==> src/design/lcg_xor_block_shuffle_decrypt_core_assert.svh <==
// Assertion macros for the decrypt core RTL, included by lxbsd_step.
`ifndef LCG_XOR_BLOCK_SHUFFLE_DECRYPT_CORE_ASSERT_SVH
`define LCG_XOR_BLOCK_SHUFFLE_DECRYPT_CORE_ASSERT_SVH

`ifndef ASSERT_OFF

// Check that cons holds in the same cycle as ante.
`define LXBSD_ASSERT_IMP(lbl, clk, rstn, ante, cons, msg) \
    lbl: assert property (@(posedge clk) disable iff (!rstn) (ante) |-> (cons)) \
        else $error(msg);

// Check that cons holds in the cycle after ante.
`define LXBSD_ASSERT_NEXT(lbl, clk, rstn, ante, cons, msg) \
    lbl: assert property (@(posedge clk) disable iff (!rstn) (ante) |=> (cons)) \
        else $error(msg);

`else

`define LXBSD_ASSERT_IMP(lbl, clk, rstn, ante, cons, msg)
`define LXBSD_ASSERT_NEXT(lbl, clk, rstn, ante, cons, msg)

`endif

`endif

==> src/design/lxbsd_pkg.sv <==
package lxbsd_pkg;

    localparam int WORDS_PER_BLOCK_DEF = 28;

    localparam logic [31:0] LCG_MUL = 32'h41C6_4E6D;
    localparam logic [31:0] LCG_INC = 32'h0000_6073;

    localparam int          ORDER_LSB   = 13;
    localparam int          ORDER_W     = 5;
    localparam logic [4:0]  ORDER_COUNT = 5'd24;
    localparam logic [3:0]  DIGIT_BASE  = 4'hA;

    // Each hex digit (most significant first) names the destination block
    // of source block 0..3, offset by DIGIT_BASE.
    localparam logic [15:0] ORDER_TABLE [24] = '{
        16'hABCD, 16'hABDC, 16'hACBD, 16'hACDB, 16'hADBC, 16'hADCB,
        16'hBACD, 16'hBADC, 16'hBCAD, 16'hBCDA, 16'hBDAC, 16'hBDCA,
        16'hCABD, 16'hCADB, 16'hCBAD, 16'hCBDA, 16'hCDAB, 16'hCDBA,
        16'hDABC, 16'hDACB, 16'hDBAC, 16'hDBCA, 16'hDCAB, 16'hDCBA
    };

    typedef struct packed {
        logic        first_word;
        logic [31:0] record_key;
        logic [15:0] cipher_word;
    } in_item_t;

    typedef struct packed {
        logic [15:0] plain_word;
        logic [1:0]  dest_block;
        logic [4:0]  dest_index;
        logic        last_word;
    } out_item_t;

    // Reduce key bits 17..13 modulo the number of block orders.
    function automatic logic [ORDER_W-1:0] order_of_key(input logic [31:0] key);
        logic [ORDER_W-1:0] raw;
        begin
            raw = key[ORDER_LSB +: ORDER_W];
            order_of_key = (raw >= ORDER_COUNT) ? raw - ORDER_COUNT : raw;
        end
    endfunction

    function automatic logic [1:0] dest_of(input logic [ORDER_W-1:0] sel,
                                           input logic [1:0] src);
        logic [15:0] code;
        logic [3:0]  digit;
        logic [3:0]  diff;
        begin
            code = (sel < ORDER_COUNT) ? ORDER_TABLE[sel] : ORDER_TABLE[0];
            case (src)
                2'd0:    digit = code[15:12];
                2'd1:    digit = code[11:8];
                2'd2:    digit = code[7:4];
                default: digit = code[3:0];
            endcase
            diff    = digit - DIGIT_BASE;
            dest_of = diff[1:0];
        end
    endfunction

endpackage

==> src/design/lxbsd_in_reg.sv <==
module lxbsd_in_reg (
    input  logic                clk,
    input  logic                rst_n,
    input  logic                cipher_valid,
    output logic                cipher_stall,
    input  lxbsd_pkg::in_item_t cipher_item,
    input  logic                drain,
    output logic                item_valid,
    output lxbsd_pkg::in_item_t item
);
    import lxbsd_pkg::*;

    logic     valid_reg;
    logic     valid_next;
    in_item_t item_reg;

    // Take a new transaction when empty or when the held one moves on.
    assign cipher_stall = valid_reg && !drain;
    assign valid_next   = cipher_stall ? valid_reg : cipher_valid;

    always_ff @(posedge clk or negedge rst_n)
    begin
        if (!rst_n)
        begin
            valid_reg <= 1'b0;
        end
        else
        begin
            valid_reg <= valid_next;
        end
    end

    always_ff @(posedge clk)
    begin
        if (cipher_valid && !cipher_stall)
        begin
            item_reg <= cipher_item;
        end
    end

    assign item_valid = valid_reg;
    assign item       = item_reg;

endmodule

==> src/design/lxbsd_step.sv <==
module lxbsd_step #(
    parameter int WORDS_PER_BLOCK = lxbsd_pkg::WORDS_PER_BLOCK_DEF
) (
    input  logic                 clk,
    input  logic                 rst_n,
    input  logic                 advance,
    input  lxbsd_pkg::in_item_t  item,
    output lxbsd_pkg::out_item_t res
);
    import lxbsd_pkg::*;

    `include "lcg_xor_block_shuffle_decrypt_core_assert.svh"

    localparam int             POS_W    = (WORDS_PER_BLOCK > 1) ? $clog2(WORDS_PER_BLOCK) : 1;
    localparam logic [POS_W-1:0] LAST_POS = POS_W'(WORDS_PER_BLOCK - 1);

    logic [31:0]        lcg_reg;
    logic [31:0]        lcg_next;
    logic [1:0]         block_reg;
    logic [1:0]         block_next;
    logic [POS_W-1:0]   pos_reg;
    logic [POS_W-1:0]   pos_next;
    logic [ORDER_W-1:0] order_reg;
    logic [ORDER_W-1:0] order_next;

    logic [31:0]        lcg_base;
    logic [1:0]         cur_block;
    logic [POS_W-1:0]   cur_pos;
    logic               cur_last;
    logic [POS_W+4:0]   pos_ext;

    always_comb
    begin
        // A first word restarts the record with the new key.
        lcg_base   = item.first_word ? item.record_key : lcg_reg;
        order_next = item.first_word ? order_of_key(item.record_key) : order_reg;
        cur_block  = item.first_word ? 2'd0 : block_reg;
        cur_pos    = item.first_word ? '0 : pos_reg;

        lcg_next = lcg_base * LCG_MUL + LCG_INC;
        cur_last = (cur_block == 2'd3) && (cur_pos == LAST_POS);

        if (cur_pos == LAST_POS)
        begin
            block_next = cur_block + 2'd1;
            pos_next   = '0;
        end
        else
        begin
            block_next = cur_block;
            pos_next   = cur_pos + POS_W'(1);
        end

        pos_ext = {5'd0, cur_pos};

        res.plain_word = item.cipher_word ^ lcg_next[31:16];
        res.dest_block = dest_of(order_next, cur_block);
        res.dest_index = pos_ext[4:0];
        res.last_word  = cur_last;
    end

    always_ff @(posedge clk or negedge rst_n)
    begin
        if (!rst_n)
        begin
            lcg_reg   <= '0;
            block_reg <= '0;
            pos_reg   <= '0;
            order_reg <= '0;
        end
        else if (advance)
        begin
            lcg_reg   <= lcg_next;
            block_reg <= block_next;
            pos_reg   <= pos_next;
            order_reg <= order_next;
        end
    end

    `LXBSD_ASSERT_IMP(a_pos_range, clk, rst_n, 1'b1, pos_reg <= LAST_POS,
        "word position past block end")
    `LXBSD_ASSERT_IMP(a_order_range, clk, rst_n, 1'b1, order_reg < ORDER_COUNT,
        "block order out of range")
    `LXBSD_ASSERT_NEXT(a_wrap, clk, rst_n, advance && res.last_word,
        block_reg == 2'd0 && pos_reg == '0, "record did not wrap after last word")
    `LXBSD_ASSERT_NEXT(a_key_load, clk, rst_n, advance && item.first_word,
        order_reg == order_of_key($past(item.record_key)), "block order not loaded from key")

endmodule

==> src/design/lxbsd_out_reg.sv <==
module lxbsd_out_reg (
    input  logic                 clk,
    input  logic                 rst_n,
    input  logic                 load,
    input  lxbsd_pkg::out_item_t res,
    output logic                 ready,
    output logic                 plain_valid,
    input  logic                 plain_stall,
    output lxbsd_pkg::out_item_t plain_item
);
    import lxbsd_pkg::*;

    logic      valid_reg;
    logic      valid_next;
    out_item_t item_reg;

    // Free when empty or when the held transaction leaves this cycle.
    assign ready      = !valid_reg || !plain_stall;
    assign valid_next = ready ? load : valid_reg;

    always_ff @(posedge clk or negedge rst_n)
    begin
        if (!rst_n)
        begin
            valid_reg <= 1'b0;
        end
        else
        begin
            valid_reg <= valid_next;
        end
    end

    always_ff @(posedge clk)
    begin
        if (load && ready)
        begin
            item_reg <= res;
        end
    end

    assign plain_valid = valid_reg;
    assign plain_item  = item_reg;

endmodule

==> src/design/lcg_xor_block_shuffle_decrypt_core.sv <==
// Decrypts records of four blocks of WORDS_PER_BLOCK 16-bit words, one word per
// transaction, and reports for each word its destination block and position after
// unshuffling; a set first_word loads the key and restarts the record. The core
// takes one word per clock unless the result side stalls; results pass the input
// register, then the result register. The 32-bit constant multiply-add of the LCG
// step, which feeds back into its own state, sets the cycle time.
module lcg_xor_block_shuffle_decrypt_core #(
    parameter int WORDS_PER_BLOCK = lxbsd_pkg::WORDS_PER_BLOCK_DEF
) (
    input  logic                 clk,
    input  logic                 rst_n,
    input  logic                 cipher_valid,
    output logic                 cipher_stall,
    input  lxbsd_pkg::in_item_t  cipher_item,
    output logic                 plain_valid,
    input  logic                 plain_stall,
    output lxbsd_pkg::out_item_t plain_item
);
    import lxbsd_pkg::*;

    logic      item_valid;
    in_item_t  item;
    out_item_t res;
    logic      ready;
    logic      advance;

    assign advance = item_valid && ready;

    lxbsd_in_reg u_in_reg (
        .clk          (clk),
        .rst_n        (rst_n),
        .cipher_valid (cipher_valid),
        .cipher_stall (cipher_stall),
        .cipher_item  (cipher_item),
        .drain        (ready),
        .item_valid   (item_valid),
        .item         (item)
    );

    lxbsd_step #(
        .WORDS_PER_BLOCK (WORDS_PER_BLOCK)
    ) u_step (
        .clk     (clk),
        .rst_n   (rst_n),
        .advance (advance),
        .item    (item),
        .res     (res)
    );

    lxbsd_out_reg u_out_reg (
        .clk         (clk),
        .rst_n       (rst_n),
        .load        (advance),
        .res         (res),
        .ready       (ready),
        .plain_valid (plain_valid),
        .plain_stall (plain_stall),
        .plain_item  (plain_item)
    );

endmodule

==> config.mk <==
export PLATFORM = sky130hd
export DESIGN_NAME = lcg_xor_block_shuffle_decrypt_core
export DESIGN_NICKNAME = d
export VERILOG_FILES = /design/src/design/lxbsd_pkg.sv /design/src/design/lxbsd_in_reg.sv /design/src/design/lxbsd_step.sv /design/src/design/lxbsd_out_reg.sv /design/src/design/lcg_xor_block_shuffle_decrypt_core.sv
export VERILOG_INCLUDE_DIRS = /design/src /design/src/design
export SDC_FILE = /design/constraint.sdc
export NUM_CORES = 1
export LEC_CHECK = 0
export BUFFER_PORTS_ARGS = -buffer_cell sky130_fd_sc_hd__buf_2
export CORE_UTILIZATION = 25
export CTS_BUF_LIST = sky130_fd_sc_hd__clkbuf_16
export CTS_CLUSTER_DIAMETER = 120
export DETAILED_ROUTE_END_ITERATION = 7
export MAX_ROUTING_LAYER = met4
export PLACE_DENSITY_LB_ADDON = 0.12
export SLEW_MARGIN = 25
export SYNTH_ARGS = -nofsm -noshare
export SYNTH_HDL_FRONTEND = slang
export SYNTH_SLANG_ARGS = --single-unit
==> constraint.sdc <==
create_clock -name clk -period 11.8 [get_ports clk]
set_input_delay 3.54 -clock clk [delete_from_list [all_inputs] [get_ports clk]]
set_output_delay 3.54 -clock clk [all_outputs]
set_load 0.1 [all_outputs]
# Word-level counts from Yosys, hierarchy flattened
# Memory sizes are Yosys's and may differ from the RTL's.
# Cells that the tools add are included.
# classes
n_addsub,5
n_mul,1
n_lt_le_gt_ge,3
eq_ne,4
muxes,11
n_bitwise,2
n_reduce_logical,11
# op_table
cell,count
$mux W14,3
$add A32 B15 Y32 const B,1
$mul A32 B31 Y32 const B,1
$mux W32,1
$mux W5,4
$xor A16 B16 Y16,1
$ge A6 B6 Y1 const B,1
$not A5 Y6,1
$pmux W2 S3,1
$add A5 B1 Y5 const B,1
$eq A5 B5 Y1 const B,1
$ge A5 B5 Y1 const B,1
$logic_and A1 B1 Y1,5
$lt A5 B5 Y1 const B,1
$sub A5 B5 Y5 const B,1
$eq A2 B2 Y1 const B,2
$logic_not A1 Y1,4
$mux W2,2
$add A2 B1 Y2 const B,1
$eq A2 B1 Y1 const B,1
$logic_not A2 Y1,1
$sub A2 B2 Y2 const B,1
$logic_or A1 B1 Y1,1
# word_totals
reg_bits,119
rom_bits,512
out_inout_bits,26
wordCells,51
mem_count,1
# memory_table
memory,depth,width,rd,rd_clocked_by_memory_dff,wr,line_no,rtl
(no name shown),32,16,1,0,0,lxbsd_pkg.sv:50,code = (sel < ORDER_COUNT) ? ORDER_TABLE[sel] : ORDER_TABLE[0];

# Longest topological paths before layout
# Gate-level depths: netlist of the first run.
# depth
depth_word,10
depth_mapped,33
ltp_nobuf,28

# Cells and area by module
# From an unflattened synthesis of the first run, not the netlist that was laid out.
# hier_totals
cells_unflattened,1332
area_unflattened_um2,14420.1
# by_module_without_submodules
mod,n_inst,cells_per_inst,area_per_inst_um2,seq_area_each_um2
lxbsd_step,1,1249,12116.6,1101.1
lxbsd_in_reg,1,54,1529.0,1496.4
lxbsd_out_reg,1,28,768.2,745.7
lcg_xor_block_shuffle_decrypt_core,1,1,6.3,0.0

# Least setup slack after synthesis of the first run
# No wires, ideal clock.
# synth_timing
path_kind,reg2reg
from,reg u_in_reg.item_reg (netlist bit u_in_reg.item[48])
to,"reg u_out_reg.item_reg (netlist bit u_out_reg.plain_item[20]), data pin"
setup_ns,0.269
arrival_ns,7.760
required_ns,11.531
setup_slack_ns,3.772
stages_incl_launch_ff,31
n_path_buf,5
period_less_slack_ns,8.028
path_cell_list,edfxtp_1 buf_2 buf_2 clkbuf_1 buf_2 mux2i_1 inv_1 ha_1 xor2_1 ha_1 a21oi_1 fa_1 fa_1 inv_1 fa_1 inv_1 fa_1 inv_1 fa_1 inv_1 fa_1 inv_1 ha_1 clkbuf_1 and3_1 o211a_1 and3_1 a21bo_2 a2111oi_2 nor3_1 xor2_1
# synth_lines
item,line_no,rtl
"start, declared",lxbsd_in_reg.sv:15,in_item_t item_reg;
"start signal, assigned",lxbsd_in_reg.sv:37,item_reg <= cipher_item;
"end signal, assigned",lxbsd_out_reg.sv:37,item_reg <= res;
"end, declared",lxbsd_out_reg.sv:15,out_item_t item_reg;

==> results_dict.tcl, run 1 <==
set metrics [dict create \
    min_to "u_step.lcg_reg[4]" \
    drt_iter0_drc 350 \
    hold_viol_final 0 \
    max_freq_ghz 0.116 \
    maxCapViolCount 0 \
    area.growth.synth_to_final_pct 13.9 \
    postRouteAntennaNets 0 \
    crit_slowest_cell "mux2i_1" \
    grt_pass1_wl_um 64200 \
    timing.rr.end "u_out_reg.plain_item[23]" \
    nets 1913 \
    synthDistinctLibCells 63 \
    run_status "finished clean" \
    synth_top_flop_cell "edfxtp_1" \
    rows 87 \
    grt_pass1_vias 10100 \
    fp.coreArea_um2 56500 \
    syn_avg_cell_area_um2 10.5 \
    ys_ff_latch 119 \
    skew_ns 0.0124 \
    clkTransAtPathRegs_ns 0.06 \
    via_per_inst 4.17 \
    worstSetupPathType "reg -> reg" \
    startpoint_type "register" \
    port_buffers 78 \
    worstSkewPairLatency_ns 0.43 \
    track_usage 0.157 \
    die_w_um 241 \
    grt_overflow_total 0 \
    placed_cell_area_um2 15700 \
    final_area_um2 16300 \
    io_pins 79 \
    end_kind "register" \
    largest_reg_flops 49 \
    totalWireLength_um 41400 \
    r2r_setup_slack_ns 3.18 \
    clock-sinks 119 \
    drt_first_pass_iters 5 \
    cp.required_ns 11.97 \
    finalSetupViolations 0 \
    root_buffer "clkbuf_16" \
    ys_warn_count 0 \
    htree_levels 4 \
    cts_tree "built" \
    worst_pin_slew_ns 0.889 \
    yosysSeqAreaShare 0.233 \
    worst_path_largest_cell_delay_ns 0.82 \
    vias 9249 \
    netlist_area_um2 14300 \
    synth-async-reset-ratio 0.387 \
    drive_gt1_frac 0.103 \
    r2r-start "u_in_reg.item[48]" \
    start_util 0.254 \
    hold_class "reg -> reg" \
    tns_ns 0 \
    cpMostUsedCell "inv_1" \
    min_from "u_step.lcg_reg[4]" \
    rsz0062_at_grt "false" \
    final_common_cell "inv_1" \
    rr_worst_depth 26 \
    cts_setup_buffers 0 \
    wl_per_cell_um 18.7 \
    synth_cells 1359 \
    path_max_fanout 43 \
    synth_fp_nets 1822 \
    cts_buffer_depth 2 \
    cts_hold_buf 0 \
    post-route-min-period_ns 8.62 \
    antenna_cells 0 \
    grt_start_max_net_pins 50 \
    cts_resized 0 \
    crit_arrival_ns 8.79 \
    maxSlewHeadroom 0.391 \
    drc 0 \
    post-route-period-util 0.730 \
    die_h_um 241 \
    final_cell_mix "inv_1, ha_1, fa_1, buf_2, edfxtp_1" \
    cts_inserted_buffers 17 \
    place.gp.congestion 0.816 \
    synth_edf_count 73 \
    die-area_um2 58300 \
    slew_violations 0 \
    hpwl_um 36300 \
    worstHoldPathCells 2 \
    antenna_found_initial 1 \
]
## final cells by class
class | instances | area [um2]
clock inverter | 15 | 205
fill | 5973 | 40200
timing repair buffer | 90 | 480
tap | 756 | 946
clock buffer | 17 | 425
sequential | 119 | 3340
multi-input combinational | 830 | 9460
inverter | 392 | 1470
## metrics by stage
step / worst slack, ns / hold WS [ns] / cells / utilization
after floorplan: 3.77 / 0.435 / 1359 / -
after global placement: 3.04 / 0.451 / 2187 / 0.278
after detailed placement: 3.01 / 0.460 / 2187 / 0.278
after CTS: 2.97 / 0.478 / 2219 / 0.289
after global routing: 2.62 / 0.507 / 2219 / 0.289
final: 3.18 / 0.475 / 2219 / 0.289
## per-layer routing
layer	vias up	track usage	share of wire
met5	-	-	0
met4	0	0.0269	0.013
met3	25	0.0229	0.024
met2	123	0.244	0.47
met1	4640	0.217	0.50
li1	4461	-	-
## worst max-delay path: cells and delay by family (launching register included)
| family | cells | cell delay, ns |
|---|---|---|
| xor gates and xnor gates | 1 | 0.21 |
| AOI/OAI and AO/OA | 6 | 1.33 |
| buffers and inverters | 8 | 1.12 |
| DFF | 1 | 0.68 |
| and+or+nand+nor | 1 | 0.12 |
| muxes | 1 | 0.82 |
| adders and majority gates | 9 | 4.03 |
## cell usage after synthesis, drive strengths merged, types with 7 or more instances
library cell	count	area, um2
inv	391	1470
clkbuf	14	52.6
dfrtp	46	1150
a21o	15	114
a211o	7	61.3
xnor2	55	482
mux2i	36	360
o21ai	52	264
nor2	16	60.1
nor2b	9	56.3
nand2b	7	43.8
o211ai	7	52.6
ha	220	2750
nand2	73	274
edfxtp	73	2190
fa	190	3800
xor2	18	158
a21oi	35	179
mux2	9	101
## how the worst max path moves through the flow
stage	startpoint	end	slack (ns)	depth (start not counted)
6_report	u_in_reg.item[48]	u_out_reg.plain_item[23]	3.18	26
5_1_grt	u_in_reg.item[48]	u_out_reg.plain_item[23]	2.62	26
4_1_cts	u_in_reg.item[48]	u_out_reg.plain_item[23]	2.97	26
3_5_place_dp	u_in_reg.item[48]	u_out_reg.plain_item[23]	3.01	26
3_3_place_gp	u_in_reg.item[48]	u_out_reg.plain_item[23]	3.04	26
2_1_floorplan	u_in_reg.item[48]	u_out_reg.plain_item[20]	3.77	30
## cell families after synthesis
group                    Yosys count  synth area share
multiplexers                      45            0.0322
adder cells (fa/ha/maj)          410             0.457
XOR/XNOR                          76            0.0495
flip-flops                       119             0.233
AO/OA/AOI/OAI                    159            0.0746
buffers and inverters            410             0.108
AND/OR/NAND/NOR                  140            0.0455
Power of run 1 is not shown: default switching activity piles up to over one toggle a cycle in this logic, so the estimate is an artifact.
==> run 2, diff against run 1 <==
==> constraint.sdc (replaced) <==
create_clock -name clk -period 8.09 [get_ports clk]
set_input_delay 2.427 -clock clk [delete_from_list [all_inputs] [get_ports clk]]
set_output_delay 2.427 -clock clk [all_outputs]
set_load 0.1 [all_outputs]
==> run 2 against run 1 <==
Net effect:
- cell area is 1.4% higher
- final cell count is 0.95% higher
- worst hold slack better by 0.0036 ns
- die area stayed put
- global-route usage is 0.056 points lower
- register-to-register slack worse by 2.9 ns
- flip-flop and latch count stayed put
- sequential share of layout area is 0.29 points lower
- critical endpoint is now u_out_reg.plain_item[20]
- first-iteration DRC count is 18% higher
- critical path type unchanged
==> results_dict.tcl, run 2 (synthesis results as in run 1) <==
set metrics [dict create \
    run_status "finished clean" \
    start_util 0.254 \
    area.growth.synth_to_final_pct 15.5 \
    io_pins 79 \
    hold_class "reg -> reg" \
    grt_start_max_net_pins 72 \
    grt_overflow_total 0 \
    path_max_fanout 23 \
    totalWireLength_um 41400 \
    nets 1933 \
    clkTransAtPathRegs_ns 0.06 \
    cts_inserted_buffers 17 \
    final_cell_mix "inv_1, ha_1, fa_1, buf_2, edfxtp_1" \
    via_per_inst 4.13 \
    end_kind "register" \
    finalSetupViolations 0 \
    grt_pass1_wl_um 63800 \
    port_buffers 78 \
    seq_area_um2 3340 \
    track_usage 0.156 \
    skew_ns 0.00985 \
    multiInputGateArea_um2 9460 \
    crit_slowest_cell "fa_1" \
    fp.coreArea_um2 56500 \
    worstHoldPathCells 2 \
    fillerInstances 5981 \
    vias 9253 \
    maxSlewHeadroom 0.386 \
    startpoint_type "register" \
    cpMostUsedCell "inv_1" \
    cp.required_ns 8.26 \
    rows 87 \
    cts_buffer_depth 2 \
    drt_first_pass_iters 5 \
    drc 0 \
    tns_ns 0 \
    worst_path_largest_cell_delay_ns 0.57 \
    rr_worst_depth 25 \
    worst_pin_slew_ns 0.895 \
    drt_iter0_drc 412 \
    htree_levels 4 \
    crit_arrival_ns 7.93 \
    post-route-period-util 0.960 \
    post-route-min-period_ns 7.77 \
    hold_viol_final 0 \
    hpwl_um 36300 \
    clock-sinks 119 \
    cts_hold_buf 0 \
    maxCapViolCount 0 \
    die-area_um2 58300 \
    postRouteAntennaNets 0 \
    drive_gt1_frac 0.114 \
    max_freq_ghz 0.129 \
    grt_pass1_vias 10200 \
    root_buffer "clkbuf_16" \
    slew_violations 0 \
    place.gp.congestion 0.867 \
    die_w_um 241 \
    wl_per_cell_um 18.5 \
    die_h_um 241 \
    cts_resized 0 \
    worstSkewPairLatency_ns 0.43 \
    cts_setup_buffers 0 \
    worstSetupPathType "reg -> reg" \
    largest_reg_flops 49 \
    rsz0062_at_grt "false" \
    final_common_cell "inv_1" \
    cts_tree "built" \
    antenna_found_initial 0 \
]
-- run 2: changes by cell type in the layout (fill, tap and decap cells not counted), moves of 2 or more --
| cell | delta |
|---|---|
| buf_4 | +19 |
| bufinv_16 | +4 |
| inv_8 | -4 |
| inv_6 | -3 |
| clkinvlp_4 | +2 |
-- run 2: worst paths after layout --
kind	startpoint	to	slack, ns
max	u_in_reg.item[48]	u_out_reg.plain_item[20]	0.32
min	u_step.order_reg[1]	u_step.order_reg[1]	0.48
max reg2reg	u_in_reg.item[48]	u_out_reg.plain_item[20]	0.32
min reg2reg	u_step.order_reg[1]	u_step.order_reg[1]	0.48
max in group asynchronous	rst_n	u_step.lcg_reg[24]	5.47
min in group asynchronous	rst_n	u_step.block_reg[1]	2.13
-- run 2: final cells by class --
class,instances,share of cell area
Sequential cell,119,0.202
Tap cell,756,0.0571
Timing Repair Buffer,110,0.0388
Antenna cell,1,0.000151
Multi-Input combinational cell,830,0.571
Inverter,392,0.0888
Clock inverter,15,0.0165
Clock buffer,17,0.0257
-- run 2: per-stage QoR --
stage | cell area (um2) | hold slack [ns] | std cells | setup slack, ns | util
after floorplan | 14300 | 0.435 | 1359 | 0.0617 | -
after global routing | 16600 | 0.501 | 2239 | 0.0274 | 0.293
final | 16600 | 0.479 | 2240 | 0.322 | 0.293
after detailed placement | 15900 | 0.466 | 2207 | 0.220 | 0.281
after global placement | 15900 | 0.464 | 2207 | 0.272 | 0.281
after CTS | 16600 | 0.482 | 2239 | 0.214 | 0.293
-- run 2: worst max-delay path, delay by kind of cell (launching register included) --
family / cells / cell delay (ns)
muxes: 1 / 0.52
and+or+nand+nor: 2 / 0.70
AOI/OAI and AO/OA: 4 / 0.85
adders and majority gates: 9 / 4.05
buffers and inverters: 8 / 0.88
DFF: 1 / 0.37
xor gates and xnor gates: 1 / 0.12
-- run 2: per-layer routing --
layer	up-vias	global-route usage	wire length, um
li1	4510	-	-
met2	88	0.253	19900
met5	-	-	0
met1	4628	0.210	20000
met4	0	0.0305	669
met3	27	0.0186	812
Power of run 2 is left out for the same reason.
